===== config.mk =====
export PLATFORM = sky130hd
export DESIGN_NAME = mtsu_player
export DESIGN_NICKNAME = d
export VERILOG_FILES = /design/src/rtl/mtsu_pkg.sv /design/src/rtl/mtsu_player.sv
export SDC_FILE = /design/constraint.sdc
export NUM_CORES = 1
export LEC_CHECK = 0
export CAP_MARGIN = 20
export CELL_PAD_IN_SITES_DETAIL_PLACEMENT = 0
export CELL_PAD_IN_SITES_GLOBAL_PLACEMENT = 1
export CORE_MARGIN = 8
export CORE_UTILIZATION = 50
export DETAILED_ROUTE_END_ITERATION = 16
export DONT_BUFFER_PORTS = 1
export PLACE_DENSITY = 0.95
export SLEW_MARGIN = 20
export SYNTH_ARGS = -nofsm -noshare
export SYNTH_HDL_FRONTEND = slang
export SYNTH_SLANG_ARGS = --single-unit

===== constraint.sdc =====
create_clock -name clk -period 9.45 [get_ports clk]
set_clock_uncertainty 0.2 [all_clocks]
set_input_delay 0.945 -clock clk [delete_from_list [all_inputs] [get_ports clk]]
set_output_delay 0.945 -clock clk [all_outputs]
set_load 0.1 [all_outputs]

===== src/rtl/mtsu_pkg.sv =====
package mtsu_pkg;

    typedef enum logic [2:0] {
        OP_TONE_TICK   = 3'd0,
        OP_MS_TICK     = 3'd1,
        OP_PLAY_PAUSE  = 3'd2,
        OP_NEXT_SONG   = 3'd3,
        OP_PREV_SONG   = 3'd4,
        OP_STOP        = 3'd5,
        OP_WRITE_ENTRY = 3'd6
    } op_t;

    localparam logic [7:0]  PITCH_COUNT = 8'd36;
    localparam logic [15:0] END_MS      = 16'hFFFF;
    localparam logic [15:0] TONE_TOP    = 16'hFFFF;

    typedef struct packed {
        logic [7:0]  note;
        logic [15:0] ms;
    } entry_t;

    // What the entry caches show the player.
    typedef struct packed {
        logic   all_valid;
        logic   busy;
        entry_t cur;
        entry_t nxt;
        entry_t zero;
    } cache_view_t;

    // How the player moves the entry caches along.
    typedef struct packed {
        logic advance;
        logic end_wrap;
        logic rewind;
        logic flush;
        logic wr_en;
    } cache_cmd_t;

    typedef struct packed {
        logic       buzzer;
        logic       playing;
        logic       song_number;
        logic [5:0] note_position;
        logic       tone_active;
    } result_t;

    function automatic logic [15:0] pitch_reload(input logic [5:0] idx);
        logic [15:0] val;
        begin
            case (idx)
                6'd0:    val = 16'd63775;
                6'd1:    val = 16'd63874;
                6'd2:    val = 16'd63967;
                6'd3:    val = 16'd64055;
                6'd4:    val = 16'd64138;
                6'd5:    val = 16'd64217;
                6'd6:    val = 16'd64291;
                6'd7:    val = 16'd64360;
                6'd8:    val = 16'd64426;
                6'd9:    val = 16'd64489;
                6'd10:   val = 16'd64548;
                6'd11:   val = 16'd64603;
                6'd12:   val = 16'd64655;
                6'd13:   val = 16'd64705;
                6'd14:   val = 16'd64751;
                6'd15:   val = 16'd64795;
                6'd16:   val = 16'd64837;
                6'd17:   val = 16'd64876;
                6'd18:   val = 16'd64913;
                6'd19:   val = 16'd64948;
                6'd20:   val = 16'd64981;
                6'd21:   val = 16'd65012;
                6'd22:   val = 16'd65042;
                6'd23:   val = 16'd65069;
                6'd24:   val = 16'd65096;
                6'd25:   val = 16'd65120;
                6'd26:   val = 16'd65144;
                6'd27:   val = 16'd65166;
                6'd28:   val = 16'd65187;
                6'd29:   val = 16'd65206;
                6'd30:   val = 16'd65225;
                6'd31:   val = 16'd65242;
                6'd32:   val = 16'd65259;
                6'd33:   val = 16'd65274;
                6'd34:   val = 16'd65289;
                6'd35:   val = 16'd65303;
                default: val = 16'd0;
            endcase
            return val;
        end
    endfunction

endpackage


===== src/rtl/mtsu_player.sv =====
module mtsu_player
    import mtsu_pkg::*;
#(
    parameter int NUM_SONGS  = 2,
    parameter int SONG_DEPTH = 64
) (
    input  logic                    clk,
    input  logic                    rst_n,
    input  logic                    item_valid,
    input  op_t                     op,
    input  logic                    load_song,
    input  logic [5:0]              load_index,
    input  logic [7:0]              load_note,
    input  logic [15:0]             load_ms,
    input  logic                    out_free,
    input  cache_view_t             view,
    output logic                    consume,
    output logic                    exec,
    output cache_cmd_t              cmd,
    output logic [((NUM_SONGS > 1) ? $clog2(NUM_SONGS) : 1)-1:0] song,
    output logic [$clog2(SONG_DEPTH)-1:0] ptr,
    output logic [((NUM_SONGS > 1) ? $clog2(NUM_SONGS) : 1)-1:0] wr_song,
    output logic [$clog2(SONG_DEPTH)-1:0] wr_idx,
    output entry_t                  wr_data,
    output result_t                 res_next
);

    localparam int SONG_W = (NUM_SONGS > 1) ? $clog2(NUM_SONGS) : 1;
    localparam int PTR_W  = $clog2(SONG_DEPTH);
    localparam int EXT_W  = (PTR_W > 6) ? PTR_W : 6;

    logic [SONG_W-1:0] song_reg, song_next;
    logic [PTR_W-1:0]  ptr_reg, ptr_next;
    logic [15:0]       elapsed_reg, elapsed_next;
    logic              play_reg, play_next;
    logic [15:0]       cnt_reg, cnt_next;
    logic              ten_reg, ten_next;
    logic              buz_reg, buz_next;
    logic              pend_reg, pend_next;

    logic              ready;
    logic              do_start;
    logic [7:0]        start_sel;
    logic [15:0]       el_inc;
    logic [PTR_W-1:0]  ptr_inc;
    logic              end_hit;
    logic              wr_ok;
    logic [EXT_W-1:0]  idx_ext;
    logic [EXT_W-1:0]  pos_ext;

    assign ready   = view.all_valid && !view.busy;
    assign el_inc  = elapsed_reg + 16'd1;
    assign ptr_inc = (ptr_reg == PTR_W'(SONG_DEPTH - 1)) ? '0 : ptr_reg + 1'b1;
    assign end_hit = (view.nxt.ms == END_MS);
    assign idx_ext = EXT_W'(load_index);
    assign wr_ok   = (32'(load_song) < NUM_SONGS) && (32'(load_index) < SONG_DEPTH);

    assign wr_song      = SONG_W'(load_song);
    assign wr_idx       = idx_ext[PTR_W-1:0];
    assign wr_data.note = load_note;
    assign wr_data.ms   = load_ms;
    assign song         = song_reg;
    assign ptr          = ptr_reg;

    always_comb
    begin
        song_next    = song_reg;
        ptr_next     = ptr_reg;
        elapsed_next = elapsed_reg;
        play_next    = play_reg;
        cnt_next     = cnt_reg;
        ten_next     = ten_reg;
        buz_next     = buz_reg;
        pend_next    = pend_reg;
        cmd          = '0;
        consume      = 1'b0;
        exec         = 1'b0;
        do_start     = 1'b0;
        start_sel    = view.cur.note;

        if (item_valid)
        begin
            if (pend_reg)
            begin
                // Second half of a song change: the first entry of the new
                // song is now cached, so its note can start.
                if (ready && out_free)
                begin
                    exec      = 1'b1;
                    consume   = 1'b1;
                    pend_next = 1'b0;
                    do_start  = 1'b1;
                end
            end
            else
            begin
                case (op)
                    OP_WRITE_ENTRY:
                    begin
                        if (out_free)
                        begin
                            exec       = 1'b1;
                            consume    = 1'b1;
                            cmd.wr_en  = wr_ok;
                        end
                    end
                    OP_NEXT_SONG, OP_PREV_SONG:
                    begin
                        if (!view.busy)
                        begin
                            exec         = 1'b1;
                            cmd.flush    = 1'b1;
                            pend_next    = 1'b1;
                            ten_next     = 1'b0;
                            buz_next     = 1'b0;
                            elapsed_next = '0;
                            ptr_next     = '0;
                            play_next    = 1'b1;
                            if (op == OP_NEXT_SONG)
                            begin
                                song_next = (song_reg == SONG_W'(NUM_SONGS - 1)) ?
                                            '0 : song_reg + 1'b1;
                            end
                            else
                            begin
                                song_next = (song_reg == '0) ?
                                            SONG_W'(NUM_SONGS - 1) : song_reg - 1'b1;
                            end
                        end
                    end
                    OP_TONE_TICK:
                    begin
                        if (ready && out_free)
                        begin
                            exec    = 1'b1;
                            consume = 1'b1;
                            if (ten_reg)
                            begin
                                if (cnt_reg == TONE_TOP)
                                begin
                                    if (view.cur.note < PITCH_COUNT)
                                    begin
                                        cnt_next = pitch_reload(view.cur.note[5:0]);
                                        buz_next = !buz_reg;
                                    end
                                    else
                                    begin
                                        ten_next = 1'b0;
                                        buz_next = 1'b0;
                                    end
                                end
                                else
                                begin
                                    cnt_next = cnt_reg + 16'd1;
                                end
                            end
                        end
                    end
                    OP_MS_TICK:
                    begin
                        if (ready && out_free)
                        begin
                            exec    = 1'b1;
                            consume = 1'b1;
                            if (play_reg)
                            begin
                                if (el_inc >= view.cur.ms)
                                begin
                                    elapsed_next = '0;
                                    ptr_next     = end_hit ? '0 : ptr_inc;
                                    cmd.advance  = 1'b1;
                                    cmd.end_wrap = end_hit;
                                    do_start     = 1'b1;
                                    start_sel    = end_hit ? view.zero.note : view.nxt.note;
                                end
                                else
                                begin
                                    elapsed_next = el_inc;
                                end
                            end
                        end
                    end
                    OP_PLAY_PAUSE:
                    begin
                        if (ready && out_free)
                        begin
                            exec    = 1'b1;
                            consume = 1'b1;
                            if (play_reg)
                            begin
                                play_next = 1'b0;
                                ten_next  = 1'b0;
                                buz_next  = 1'b0;
                            end
                            else
                            begin
                                play_next = 1'b1;
                                do_start  = 1'b1;
                            end
                        end
                    end
                    OP_STOP:
                    begin
                        if (ready && out_free)
                        begin
                            exec         = 1'b1;
                            consume      = 1'b1;
                            cmd.rewind   = 1'b1;
                            play_next    = 1'b0;
                            ten_next     = 1'b0;
                            buz_next     = 1'b0;
                            elapsed_next = '0;
                            ptr_next     = '0;
                        end
                    end
                    default:
                    begin
                        if (ready && out_free)
                        begin
                            exec    = 1'b1;
                            consume = 1'b1;
                        end
                    end
                endcase
            end
        end

        // Starting a note: a rest or any value past the table silences the tone.
        if (do_start)
        begin
            if (start_sel < PITCH_COUNT)
            begin
                cnt_next = pitch_reload(start_sel[5:0]);
                ten_next = 1'b1;
            end
            else
            begin
                ten_next = 1'b0;
                buz_next = 1'b0;
            end
        end
    end

    assign pos_ext                = EXT_W'(ptr_next);
    assign res_next.buzzer        = buz_next;
    assign res_next.playing       = play_next;
    assign res_next.song_number   = song_next[0];
    assign res_next.note_position = pos_ext[5:0];
    assign res_next.tone_active   = ten_next;

    always_ff @(posedge clk or negedge rst_n)
    begin
        if (!rst_n)
        begin
            song_reg    <= '0;
            ptr_reg     <= '0;
            elapsed_reg <= '0;
            play_reg    <= 1'b0;
            cnt_reg     <= '0;
            ten_reg     <= 1'b0;
            buz_reg     <= 1'b0;
            pend_reg    <= 1'b0;
        end
        else
        begin
            song_reg    <= song_next;
            ptr_reg     <= ptr_next;
            elapsed_reg <= elapsed_next;
            play_reg    <= play_next;
            cnt_reg     <= cnt_next;
            ten_reg     <= ten_next;
            buz_reg     <= buz_next;
            pend_reg    <= pend_next;
        end
    end

endmodule


==> results of run 1 <==
## layout by cell type, fill, tap and decap left out, drive strengths merged, types with 7 or more instances in the layout
cell / Yosys / final
dfrtp: 43 / 43
o22ai: 7 / 7
nand2b: 23 / 23
mux2i: 15 / 15
clkbuf: 23 / 8
o211ai: 13 / 13
a31oi: 16 / 16
o21ai: 61 / 61
a21oi: 45 / 45
nand4: 10 / 10
nand3: 40 / 40
xor2: 8 / 8
nor3: 16 / 16
a211oi: 12 / 12
ha: 41 / 41
nor2: 60 / 60
inv: 32 / 32
nand2: 89 / 89
and3: 14 / 14
xnor2: 12 / 12
## worst paths after layout
kind                                   endpoint  slack [ns]  depth (start not counted)
worst max-delay path                res_next[0]        2.78                         18
worst min-delay path                   play_reg        0.13                          0
worst max register to register       cnt_reg[6]        3.79                         19
worst min register to register  elapsed_reg[15]        0.30                          2
max in group asynchronous       elapsed_reg[14]        8.82                          0
min in group clk                elapsed_reg[15]        0.30                          2
## per-layer routing
| layer | vias to the layer above | track usage (%) |
|---|---|---|
| li1 | 2450 | - |
| met1 | 2363 | 23.5 |
| met2 | 167 | 31.7 |
| met3 | 28 | 2.58 |
| met4 | 0 | 6.40 |
| met5 | - | 0 |
## power by group through the flow
stage	clock [uW]	sequential [uW]	combinational [uW]
after floorplan	0	238	220
after global placement	0	245	167
after detailed placement	0	246	172
after CTS	143	242	172
after global routing	149	246	190
final	139	243	173
## stage by stage
stage | hold WS (ns) | util [%] | instance area, um2 | setup slack, ns | total power [uW]
after CTS | 0.123 | 50.1 | 5360 | 2.60 | 557
after global placement | 0.272 | 49.2 | 5260 | 3.09 | 412
after detailed placement | 0.280 | 49.2 | 5260 | 2.94 | 418
after global routing | 0.116 | 50.2 | 5370 | 2.36 | 584
after floorplan | 0.259 | - | 5390 | 3.17 | 458
final | 0.134 | 50.2 | 5370 | 2.78 | 555
## logic make-up (layout without fill, tap and decap cells)
logic type | after synthesis | after routing | synth area share, %
muxes | 23 | 23 | 4.95
AOI/OAI and AO/OA | 208 | 208 | 25.9
and+or+nand+nor | 280 | 280 | 25.6
buffers and inverters | 108 | 46 | 10.7
adders and majority gates | 41 | 41 | 9.52
DFF | 43 | 43 | 20.0
xor gates and xnor gates | 20 | 20 | 3.25
## cells in the mapped netlist (8+ instances only)
| cell | n |
|---|---|
| clkbuf_1 | 23 |
| mux2i_1 | 15 |
| nand2b_1 | 23 |
| xor2_1 | 8 |
| inv_1 | 29 |
| buf_4 | 37 |
| nand4_1 | 10 |
| dfrtp_1 | 43 |
| o21ai_0 | 57 |
| a21oi_1 | 45 |
| nand3_1 | 39 |
| nor3_1 | 16 |
| o211ai_1 | 12 |
| nor2_1 | 57 |
| ha_1 | 41 |
| nand2_1 | 87 |
| and3_1 | 14 |
| xnor2_1 | 12 |
| a211oi_1 | 11 |
| buf_2 | 10 |
| a31oi_1 | 16 |
## final cells by class
cell class	count	area [um2]	area share, %
Inverter	32	120	2.24
Multi-Input combinational cell	572	3810	70.9
Clock buffer	6	72.6	1.35
Sequential cell	43	1080	20.0
Timing Repair Buffer	7	87.6	1.63
Clock inverter	1	30.0	0.559
Tap cell	140	175	3.26
==> metrics.md, run 1 <==
| Metric | Value |
|---|---|
| Internal power | 340 uW |
| Post-DRT Antenna Nets | 0 |
| Layout cells sized above 1 | 8.62% |
| Core area | 0.0107 mm2 |
| Syn nets | 876 |
| CTS Buf Count | 5 |
| Max-slew headroom | 22.7% |
| Clock tree sinks | 43 |
| Die area | 0.0144 mm2 |
| Pleak | 0.00231 uW |
| Post-route DRC | 0 |
| CP max stage cell | o21ai_4 |
| Max Cap Violations | 0 |
| # IOs | 167 |
| Fillers | 1,062 |
| Largest net degree at the start of global routing | 44 |
| Sw frac | 38.8% |
| Status | completed |
| Tot GR Track Use | 18.6% |
| CP startpoint kind | flop |
| Wl on met1 | 6.07 mm |
| Syn Inst Count | 723 |
| Worst EP required | 8.31 ns |
| Ys Warns | 0 |
| Reg clk slew, reported paths | 0.08 ns |
| Post-synth EDFFs | 0 |
| Top cell type by total area after synthesis | dfrtp_1 |
| Net Switching | 215 uW |
| Die width | 120 um |
| Worst r2r src | elapsed_reg[0] |
| Crit-path cells | nand3_1, nor2_1, and3_1, and3_1, nand3_1, xnor2_1, ha_1, a211oi_1, nor2_1, nor3_1, o211ai_4, nand2_4, inv_2, o21ai_4, inv_2, o31ai_4, nand3_4, o21ai_4 |
| Initial detailed-routing violation count | 229 |
| Total wire length | 13.6 mm |
| Synth top area share | 20.0% |
| Top routing layer in use | met4 |
| Highest clock rate | 150 MHz |
| Area contributors post-synth | dfrtp_1, ha_1, nand2_1 |
| Hpwl dp | 10.5 mm |
| Hold-fix buffers, CTS | 0 |
| Vias in the first global route | 4,776 |
| Skew-Pair Late Insertion Delay | 0.29 ns |
| Placed cells | 794 |
| Number of port buffers | 0 |
| TritonCTS clock tree | done |
| First-pass GRT wire length | 23.1 mm |
| Met2 WL | 6.55 mm |
| RSZ-0062 raised after global routing | false |
| Metal3 WL | 690 um |
| Die Y | 120 um |
| Clk buf depth | 2 |
| Synth async-reset ratio | 100% |
| Antenna violations before repair | 0 |
| Routability cong. | 0.909 |
| Syn Area/Cell | 7.45 um2 |
| Clk pwr share | 25.0% |
| TritonRoute pass-1 iters | 5 |
| Top FF cell, synth | dfrtp_1 |
| Pwr Density | 103 mW/mm2 |
| Buffers and inverters on the worst path | 2 |
| CTS resizes | 0 |
| Final period utilization | 70.6% |
| H-tree level count | 2 |
| Vias per cell | 6.25 |
| Via count | 5,008 |
| Data arrival, critical path | 5.52 ns |
| Sequential power share | 43.7% |
| Fin. max-slew vios | 0 |
| HP Class | input pin to async pin |
| Post-synthesis sequential area ratio | 20.0% |
| Setup Fix Bufs, Post-CTS | 0 |
| Overflow left after global routing | 0 |
| Final setup viols | 0 |
| Setup TNS | 0 ns |
| Layout Area Growth over Synthesis | -0.371% |
| WL/cell | 17.0 um |
| Initial Utilization | 50.4% |
| Root Driver | clkbuf_8 |
| Setup crit end kind | output port |
| Critical path startpoint | elapsed_reg[0] |
| Crit path max fanout | 27 |
| Power share of the combinational group | 31.2% |
| Finished Layout Cells | 801 |
| Post-Syn Area | 0.00539 mm2 |
| Final min period | 6.67 ns |
| Critical path class | flop to output port |
| VDD IR max | 0.109 mV |
| # diodes | 0 |
| Final count of hold timing violations | 0 |
| CP delay by family, top | simple AND/OR/NAND/NOR gates |
| Actual slew at the worst max-slew pin | 1.16 ns |
| Max incr delay on CP | 0.54 ns |
| Yosys cell types | 82 |
| Synth Register Bits | 43 |
| Row count | 38 |
| Fin nets | 814 |
Power figures use the tool's default switching activity.
==> inputs of run 2 (changes only) <==
--- a/config.mk
+++ b/config.mk
@@ -5,14 +5,15 @@
 export SDC_FILE = /design/constraint.sdc
 export NUM_CORES = 1
 export LEC_CHECK = 0
+export ABC_AREA = 1
 export CAP_MARGIN = 20
 export CELL_PAD_IN_SITES_DETAIL_PLACEMENT = 0
 export CELL_PAD_IN_SITES_GLOBAL_PLACEMENT = 1
 export CORE_MARGIN = 8
-export CORE_UTILIZATION = 50
+export CORE_UTILIZATION = 45
 export DETAILED_ROUTE_END_ITERATION = 16
 export DONT_BUFFER_PORTS = 1
-export PLACE_DENSITY = 0.95
+export PLACE_DENSITY = 0.91
 export SLEW_MARGIN = 20
 export SYNTH_ARGS = -nofsm -noshare
 export SYNTH_HDL_FRONTEND = slang
==> constraint.sdc (replaced) <==
create_clock -name clk -period 6.91 [get_ports clk]
set_clock_uncertainty 0.2 [all_clocks]
set_input_delay 0.691 -clock clk [delete_from_list [all_inputs] [get_ports clk]]
set_output_delay 0.691 -clock clk [all_outputs]
set_load 0.1 [all_outputs]
==> run 2 against run 1 <==
Non-clock buffer count is 5 higher. Count of clock-buffer cells in the layout stayed put. Synthesized area is 0.42% higher. Design area is 3.8% higher. Sequential power is 63% higher. Combinational power is 130% higher. Critical path depth is 4 higher. Register-to-register slack worse by 2.4 ns. Setup slack worse by 2.1 ns. Cell count is 23% higher. Flip-flop and latch count stayed put. Largest power group unchanged. Highest routed layer unchanged.
==> metrics.md, run 2 <==
| Metric | Value |
|---|---|
| Data arrival, critical path | 5.31 ns |
| Actual slew at the worst max-slew pin | 1.17 ns |
| Core area | 0.0119 mm2 |
| Area contributors post-synth | dfrtp_1, nand2_1, ha_1 |
| Via count | 5,412 |
| Post-synth top cells | nand2_1, inv_1, nor2_1, nand3_1, o21ai_0 |
| Layout cells sized above 1 | 7.78% |
| Total chip power | 1020 uW |
| Crit path max fanout | 19 |
| HP Class | input pin to async pin |
| Commonest non-fill, non-tap cell in the layout | nand2_1 |
| Reg clk slew, reported paths | 0.06 ns |
| Top cell type by total area after synthesis | dfrtp_1 |
| RSZ-0062 raised after global routing | false |
| VDD IR max | 0.108 mV |
| Die Y | 126 um |
| Top routing layer in use | met4 |
| Final min period | 6.20 ns |
| Yosys cell types | 53 |
| # diodes | 0 |
| Post-DRT Antenna Nets | 0 |
| H-tree level count | 2 |
| Post-synth EDFFs | 0 |
| Fin nets | 989 |
| Final period utilization | 89.7% |
| TritonCTS clock tree | done |
| Final setup viols | 0 |
| Syn nets | 1,024 |
| Pwr Density | 183 mW/mm2 |
| Post-synthesis sequential area ratio | 19.9% |
| Clk buf depth | 2 |
| Post-route DRC | 0 |
| Final setup margin | 0.712 ns |
| Final count of hold timing violations | 0 |
| Vias in the first global route | 5,091 |
| Routability cong. | 0.891 |
| Max Cap Violations | 0 |
| WL/cell | 15.0 um |
| Pleak | 0.00284 uW |
| Overflow left after global routing | 0 |
| Number of port buffers | 0 |
| Setup crit end kind | output port |
| Setup TNS | 0 ns |
| Row count | 40 |
| Synth Register Bits | 43 |
| Root Driver | clkbuf_16 |
| Metal3 WL | 1.04 mm |
| Largest net degree at the start of global routing | 44 |
| Status | completed |
| Highest clock rate | 161 MHz |
| First-pass GRT wire length | 24.7 mm |
| Worst EP required | 6.02 ns |
| Top FF cell, synth | dfrtp_1 |
| CP startpoint kind | flop |
| Initial Utilization | 45.6% |
| Initial detailed-routing violation count | 465 |
| Die width | 126 um |
| Wl on met1 | 6.51 mm |
| Dpl ws | 0.978 ns |
| Vias per cell | 5.51 |
| Clock tree sinks | 43 |
| Syn Area/Cell | 6.21 um2 |
| Ys Warns | 0 |
| Skew-Pair Late Insertion Delay | 0.28 ns |
| Total wire length | 14.7 mm |
| Critical path class | flop to output port |
| TritonRoute pass-1 iters | 6 |
| CTS Buf Count | 5 |
| Count leader, synth | nand2_1 |
| Layout Area Growth over Synthesis | 3.01% |
| # IOs | 167 |
| Die area | 0.0158 mm2 |
| Antenna violations before repair | 0 |
| Synth async-reset ratio | 100% |
| Fin. max-slew vios | 0 |
| Max-slew headroom | 22.2% |
| Tot GR Track Use | 18.3% |
| Post-Syn Area | 0.00541 mm2 |
| Syn Inst Count | 871 |
| Setup Fix Bufs, Post-CTS | 0 |
| Met2 WL | 6.74 mm |
| Synth top area share | 19.9% |
| Hpwl dp | 11.7 mm |
| Commonest cells after routing, fill and taps aside | nand2_1, inv_1, nor2_1 |
run 2: cell types whose count changed after synthesis, sizes merged, moves of 12 or more:
cell,previous run,this run
a31oi,16,4
and3,14,0
mux2i,15,1
nand3,40,68
nand2,89,239
inv,32,123
nor2,60,87
clkbuf,23,9
nand2b,23,0
run 2: cell families (layout without fill, tap and decap cells):
| group | after synthesis | after routing | share of synthesized area (%) |
|---|---|---|---|
| buffers and inverters | 182 | 147 | 16.0 |
| multiplexers | 1 | 1 | 0.185 |
| flip-flops | 43 | 43 | 19.9 |
| adder cells (fa/ha/maj) | 41 | 41 | 9.48 |
| AO/OA/AOI/OAI | 157 | 157 | 17.0 |
| AND/OR/NAND/NOR | 433 | 433 | 35.2 |
| XOR/XNOR | 14 | 14 | 2.27 |
run 2: worst paths after layout:
kind | slack, ns | to | start | cells after the start
max in group asynchronous | 6.25 | elapsed_reg[15] | rst_n | 1
worst min register to register | 0.31 | elapsed_reg[15] | elapsed_reg[15] | 2
worst min-delay path | 0.04 | ptr[3] | rst_n | 1
min in group clk | 0.31 | elapsed_reg[15] | elapsed_reg[15] | 2
worst max-delay path | 0.71 | res_next[0] | elapsed_reg[0] | 22
worst max register to register | 1.35 | ten_reg | elapsed_reg[0] | 22
run 2: timing repair:
item	CTS	global route
gates resized for setup	0	0
endpoints found under the hold margin	43	0
endpoints found under the setup margin	0	0
hold buffers	1	0
run 2: worst max-delay path: stages (launching register included):
cell and delay [ns]:
dfrtp_1 0.41, nand2_1 0.08, nor2_1 0.15, nand3_1 0.14, nor2_1 0.15, nand4_1 0.13, nor3_1 0.27, nand2_1 0.12
nor2_1 0.19, nand2_1 0.09, xor2_1 0.18, inv_1 0.06, ha_1 0.28, nand2_1 0.08, nor3_1 0.18, nand2_1 0.07
nand2_1 0.43, nand2_4 0.26, clkinv_2 0.36, o21ai_0 0.23, a21oi_2 0.23, nand2_4 0.18, nand2_1 0.75
run 2: final cells by class:
class                           instances  area [um2]
Clock inverter                          1        5.00
Clock buffer                            6         139
Sequential cell                        43        1080
Fill cell                            1247        6290
Multi-Input combinational cell        646        3540
Tap cell                              147         184
Inverter                              128         483
Timing Repair Buffer                   12         144
run 2: per-layer routing:
layer | track usage [%] | vias up
met5 | 0 | -
met4 | 6.09 | 0
met3 | 2.32 | 29
met2 | 30.6 | 232
met1 | 23.7 | 2407
li1 | - | 2744
run 2: report_power, final:
group | total, uW | switching [uW] | internal [uW]
sequential | 396 | 109 | 287
clock | 234 | 93.4 | 141
combinational | 392 | 275 | 117
run 2: metrics by stage:
step / util, % / cells / area (um2) / hold slack (ns)
2_1_floorplan: - / 871 / 5410 / 0.195
3_3_place_gp: 45.3 / 973 / 5370 / 0.196
3_5_place_dp: 45.3 / 973 / 5370 / 0.197
4_1_cts: 46.7 / 981 / 5540 / 0.0574
5_1_grt: 47.0 / 983 / 5570 / 0.0549
6_report: 47.0 / 983 / 5570 / 0.0375
